`src/design/tgcs_pkg.sv`:
```
// Package for the three-gate confidence score unit.
// Holds field widths, configuration register codes and the gate flag type.
// No dependencies.
package tgcs_pkg;

  localparam int SCORE_FRAC_BITS_DEF = 16;

  localparam int ACC_W   = 17;
  localparam int ROW_W   = 24;
  localparam int NORM_W  = 20;
  localparam int FLOOR_W = 17;
  localparam int OUT_W   = 17;

  localparam int CFG_IDX_W  = 3;
  localparam int CFG_DATA_W = 24;

  localparam int S_TDATA_W = 64;
  localparam int M_TDATA_W = 72;

  typedef enum logic [CFG_IDX_W-1:0] {
    CFG_STUCK_ACC   = 3'd0,
    CFG_GOOD_ACC    = 3'd1,
    CFG_CONF_COUNT  = 3'd2,
    CFG_LOW_INNOV   = 3'd3,
    CFG_HIGH_INNOV  = 3'd4,
    CFG_VALID_FLOOR = 3'd5
  } cfg_index_t;

  typedef enum logic [1:0] {
    INNOV_ZERO,
    INNOV_ONE,
    INNOV_HALF
  } innov_sel_t;

  typedef struct packed {
    logic       stuck;
    logic       mix_one;
    logic       info_one;
    logic       info_zero;
    innov_sel_t innov_sel;
  } gate_flags_t;

endpackage

```
`src/design/tgcs_div.sv`:
```
// Two-lane pipelined restoring divider, one quotient bit per stage.
// Carries the gate flags alongside. Depends on tgcs_pkg.
module tgcs_div #(
  parameter int QW = tgcs_pkg::SCORE_FRAC_BITS_DEF
) (
  input  logic                                 clk,
  input  logic                                 rst,
  input  logic                                 en,
  input  logic                                 in_valid,
  input  tgcs_pkg::gate_flags_t                flags_in,
  input  logic [1:0][tgcs_pkg::ROW_W-1:0]      num,
  input  logic [1:0][tgcs_pkg::ROW_W-1:0]      den,
  output logic                                 out_valid,
  output tgcs_pkg::gate_flags_t                flags_out,
  output logic [1:0][QW-1:0]                   quo
);
  import tgcs_pkg::*;

  // Where a numerator is below its divisor the remainder stays below it and so fits ROW_W bits.
  logic [1:0][ROW_W-1:0] rem      [QW];
  logic [1:0][ROW_W-1:0] dvs      [QW];
  logic [1:0][QW-1:0]    qs       [QW];
  gate_flags_t           flg      [QW];
  logic [QW-1:0]         vld;

  logic [1:0][ROW_W-1:0] rem_prev [QW];
  logic [1:0][ROW_W-1:0] dvs_prev [QW];
  logic [1:0][QW-1:0]    qs_prev  [QW];
  gate_flags_t           flg_prev [QW];
  logic [1:0][ROW_W-1:0] rem_next [QW];
  logic [1:0][QW-1:0]    qs_next  [QW];

  always_comb begin
    rem_prev[0] = num;
    dvs_prev[0] = den;
    qs_prev[0]  = '0;
    flg_prev[0] = flags_in;
    for (int k = 1; k < QW; k++) begin
      rem_prev[k] = rem[k-1];
      dvs_prev[k] = dvs[k-1];
      qs_prev[k]  = qs[k-1];
      flg_prev[k] = flg[k-1];
    end
  end

  always_comb begin
    logic [ROW_W:0] t;
    logic           ge;
    for (int k = 0; k < QW; k++) begin
      for (int l = 0; l < 2; l++) begin
        t  = {rem_prev[k][l], 1'b0};
        ge = t >= {1'b0, dvs_prev[k][l]};
        rem_next[k][l] = ge ? ROW_W'(t - {1'b0, dvs_prev[k][l]}) : t[ROW_W-1:0];
        qs_next[k][l]  = {qs_prev[k][l][QW-2:0], ge};
      end
    end
  end

  always_ff @(posedge clk) begin
    if (rst) begin
      vld <= '0;
    end else if (en) begin
      vld <= {vld[QW-2:0], in_valid};
    end
  end

  always_ff @(posedge clk) begin
    if (en) begin
      for (int k = 0; k < QW; k++) begin
        rem[k] <= rem_next[k];
        dvs[k] <= dvs_prev[k];
        qs[k]  <= qs_next[k];
        flg[k] <= flg_prev[k];
      end
    end
  end

  assign out_valid = vld[QW-1];
  assign flags_out = flg[QW-1];
  assign quo       = qs[QW-1];

endmodule

```
`config.mk`:
```
export PLATFORM = sky130hd
export DESIGN_NAME = tgcs_div
export DESIGN_NICKNAME = d
export VERILOG_FILES = /design/src/design/tgcs_pkg.sv /design/src/design/tgcs_div.sv
export SDC_FILE = /design/constraint.sdc
export NUM_CORES = 2
export LEC_CHECK = 0
export ABC_CLOCK_PERIOD_IN_PS = 4200
export BUFFER_PORTS_ARGS = -buffer_cell sky130_fd_sc_hd__buf_2
export CORE_AREA = 2 2 415 417
export DETAILED_ROUTE_END_ITERATION = 12
export DIE_AREA = 0 0 417 419
export MAX_ROUTING_LAYER = met4
export PLACE_DENSITY = 0.76
export SYNTH_ARGS = -nofsm -noshare
export SYNTH_HDL_FRONTEND = slang
export SYNTH_SLANG_ARGS = --single-unit
```
`constraint.sdc`:
```
create_clock -name clk -period 4.2 [get_ports clk]
set_input_delay 0.42 -clock clk [delete_from_list [all_inputs] [get_ports clk]]
set_output_delay 0.42 -clock clk [all_outputs]
set_load 0.01 [all_outputs]
```
==> flow_summary_export.csv <==
group,metric,value,unit
logic_synthesis,netlist_instances,8518,
route,wl_per_cell,17.69,um
logic_synthesis,synth_area_leaders,"edfxtp_1 (54%), ha_1 (9.6%), inv_1 (3.6%), mux2_2 (3.6%), xnor2_1 (3.2%)",
logic_synthesis,yosysTopAreaCell,"edfxtp_1",
sta,slew_viol_final,0,
logic_synthesis,async_reset_ff_share,0,%
clock_network,clk_pin_slew_worst_paths,0.06,ns
global_routing,grt_max_degree,117,
power,leakage,45.69,nW
sta,grt_setup_unrepaired,"false",
route,wl_met3,6.143,mm
setup_path,cp-start-kind,"flop",
layout,design_area,0.1114,mm2
placed_design,hpwl,151.1,mm
placed_design,gp_congestion,0.9647,
sta,worstMarginPinSlew,1.067,ns
sta,fmax,0.2564,GHz
setup_path,required,4.75,ns
route,drc,0,
setup_path,cp-startpoint,"dvs[0][75]",
clock_network,clockRootBuffer,"clkbuf_16",
power,power_density,741.0,mW/mm2
power,ir_drop,0.4954,mV
setup_path,r2r_cells,12,
floorplan,rows,152,
global_routing,grt_pass1_vias,64420,
route,dr.first_iter.drc_count,3420,
clock_network,cts_tree,"yes",
global_routing,grt_pass1_wl,321.3,mm
placed_design,post_dp_cell_area,0.1042,mm2
logic_synthesis,yosys.area.top_type_share,54.25,%
route,drtAntennaViolNets,0,
sta,skew,0.01799,ns
route,dr_wl_met2,105.1,mm
logic_synthesis,synth-seq-area-share,54.57,%
logic_synthesis,ys.flop_type,"edfxtp_1",
logic_synthesis,ys_warn_count,0,
setup_path,path_class,"flop to flop",
floorplan,initial_core_util,58.67,%
route,met1Wirelength,77.96,mm
clock_network,cts_buffers,188,
layout,fin_nets,9796,
logic_synthesis,syn_area,0.1001,mm2
sta,finalHoldViolations,0,
logic_synthesis,ys_types,98,
clock_network,htreeDepth,4,
floorplan,die-height,419,um
global_routing,grt.overflow.total,0,
sta,period_minus_slack,3.900,ns
placed_design,io_buffers,144,
sta,setup_viol,0,
min_path,hold_class,"input pin to flop",
setup_path,r2r-start,"dvs[0][75]",
global_routing,antenna_found_initial,0,
sta,fin_tns_setup,0,ns
setup_path,worst_ep_arrival_time,4.45,ns
route,viasPerCell,5.668,
layout,antenna_cells,0,
route,vias,63940,
route,wirelength,199.6,mm
floorplan,die-area,0.1747,mm2
layout,syn_to_final_growth,11.30,%
sta,slew_headroom,28.88,%
sta,period_share,92.85,%
layout,drive_above_1_share,10.79,%
status,outcome,"completed",
logic_synthesis,syn_avg_cell_area,11.75,um2
route,first_pass_iters,7,
global_routing,grt_util_all_layers,23.43,%
logic_synthesis,ys_ff_latch,1824,
floorplan,coreArea,0.1706,mm2
clock_network,worstSkewPairLatency,0.83,ns
min_path,worstHoldPathCells,1,
clock_network,cts_buffer_depth,3,
logic_synthesis,synth_edf_count,1808,
floorplan,io-pin-count,145,
clock_network,clkSinkCount,1824,
floorplan,fp.dieW,417,um
setup_path,path_max_fanout,42,
min_path,worstHoldStart,"en",
route,top_layer_used,"met4",
flow_run,cap_violations,0,
logic_synthesis,synth_nets,9420,
setup_path,cp-end-kind,"flop",
==> final cells by class <==
| cell class | instances | area, um2 |
|---|---|---|
| Tap cell | 2233 | 2794 |
| Clock buffer | 223 | 4836 |
| Fill cell | 12600 | 59200 |
| Inverter | 961 | 3607 |
| Timing Repair Buffer | 369 | 3120 |
| Sequential cell | 1824 | 54610 |
| Clock inverter | 122 | 1359 |
| Multi-Input combinational cell | 5550 | 41060 |
==> per-stage QoR <==
| step | util, % | std cells | setup slack (ns) | power [mW] | hold slack, ns |
|---|---|---|---|---|---|
| 2_1_floorplan | - | 8518 | 0.7739 | 56.72 | 0.4003 |
| 3_3_place_gp | 61.06 | 10830 | 0.2261 | 64.82 | 0.4003 |
| 3_5_place_dp | 61.06 | 10830 | 0.2523 | 65.73 | 0.4045 |
| 4_1_cts | 65.30 | 11280 | 0.2490 | 82.79 | 0.06002 |
| 5_1_grt | 65.30 | 11280 | 0.04780 | 88.21 | 0.08986 |
| 6_report | 65.30 | 11280 | 0.3002 | 82.54 | 0.1007 |
==> path summary, 6_finish.rpt <==
kind,end,slack (ns)
worst max-delay path,rem[0][123],0.30
worst max register to register,rem[0][123],0.30
worst min-delay path,flg[0][2],0.10
worst min register to register,qs[1][54],0.41
==> cells in the mapped netlist, types with 19 or more instances <==
master / count
edfxtp_1: 1808
mux2i_1: 37
o211ai_1: 36
nand2b_1: 98
o31a_1: 34
or3_1: 39
nor4_1: 20
o31ai_1: 63
inv_1: 958
o21ai_1: 19
xnor2_1: 360
buf_4: 42
o21ai_0: 535
a211o_1: 29
a31oi_1: 66
or2_2: 25
mux2_4: 32
fa_1: 30
a21oi_1: 589
nand4_1: 89
o2111ai_1: 22
o21a_1: 112
xor2_1: 216
o21bai_1: 81
nor3_1: 113
and3_1: 46
ha_1: 766
nand2_1: 551
buf_2: 26
and2_1: 26
mux2_2: 318
clkbuf_1: 102
nand3_1: 124
nor2_1: 425
a211oi_1: 47
nor2b_1: 99
a21boi_0: 19
a21o_1: 251
==> state kept, by name (all words and copies together), names as in the netlist <==
name / flops
rem: 720
qs: 272
dvs: 720
vld: 16
flg: 96
==> cell families after synthesis <==
logic type,synth area share [%]
compound gates,13.21
flops,54.57
simple gates,8.037
buf+inv,4.519
fa+ha+maj,10.18
xor+xnor,5.041
mux,4.450
==> repair_timing <==
action,CTS,global route
gates resized for setup,0,0
endpoints found under the hold margin,118,0
buffers inserted,0,0
hold buffers,103,0
==> placed cells by master (no fill, tap or decap), drive strengths merged, types with 30 or more instances in the layout <==
cell         netlist  layout
mux2i             37      37
and3              46      46
clkbuf           103     223
nand4             89      89
o21bai            81      81
a21oi            592     592
nand2            551     551
xor2             216     216
a21o             251     251
nor3             114     114
nand3            124     124
mux2             352     352
buf               80     266
o21ai            555     555
a31oi             67      67
clkinv             0      74
o31a              34      34
dlygate4sd3        0     103
nand2b            98      98
ha               766     766
o211ai            37      37
o31ai             64      64
nor2             425     425
or3               39      39
nor2b             99      99
fa                30      30
o21a             112     112
inv              961     972
edfxtp          1808    1808
xnor2            360     360
a211oi            51      51
==> power by group <==
part | internal, mW | switching, mW | total [mW]
clock | 9.59 | 7.00 | 16.6
sequential | 26.8 | 2.53 | 29.4
combinational | 16.9 | 19.6 | 36.6
==> metal layers <==
layer  global-route usage (%)  vias up
li1                         -    31850
met3                    2.889      531
met2                    43.06     1319
met5                        -        -
met4                    11.97        0
met1                    24.61    30240
==> critical path: stages (launching register included) <==
cell and delay (ns):
edfxtp_1 0.39, inv_1 0.06, ha_1 0.36, nand3_1 0.24
o21bai_1 0.18, a31oi_1 0.14, o31ai_1 0.55, o221ai_1 0.35
a211oi_2 0.34, o21ai_1 0.17, a311oi_4 0.44, buf_12 0.24
o21ai_0 0.16
No activity file was read; power rests on OpenSTA's default activity.
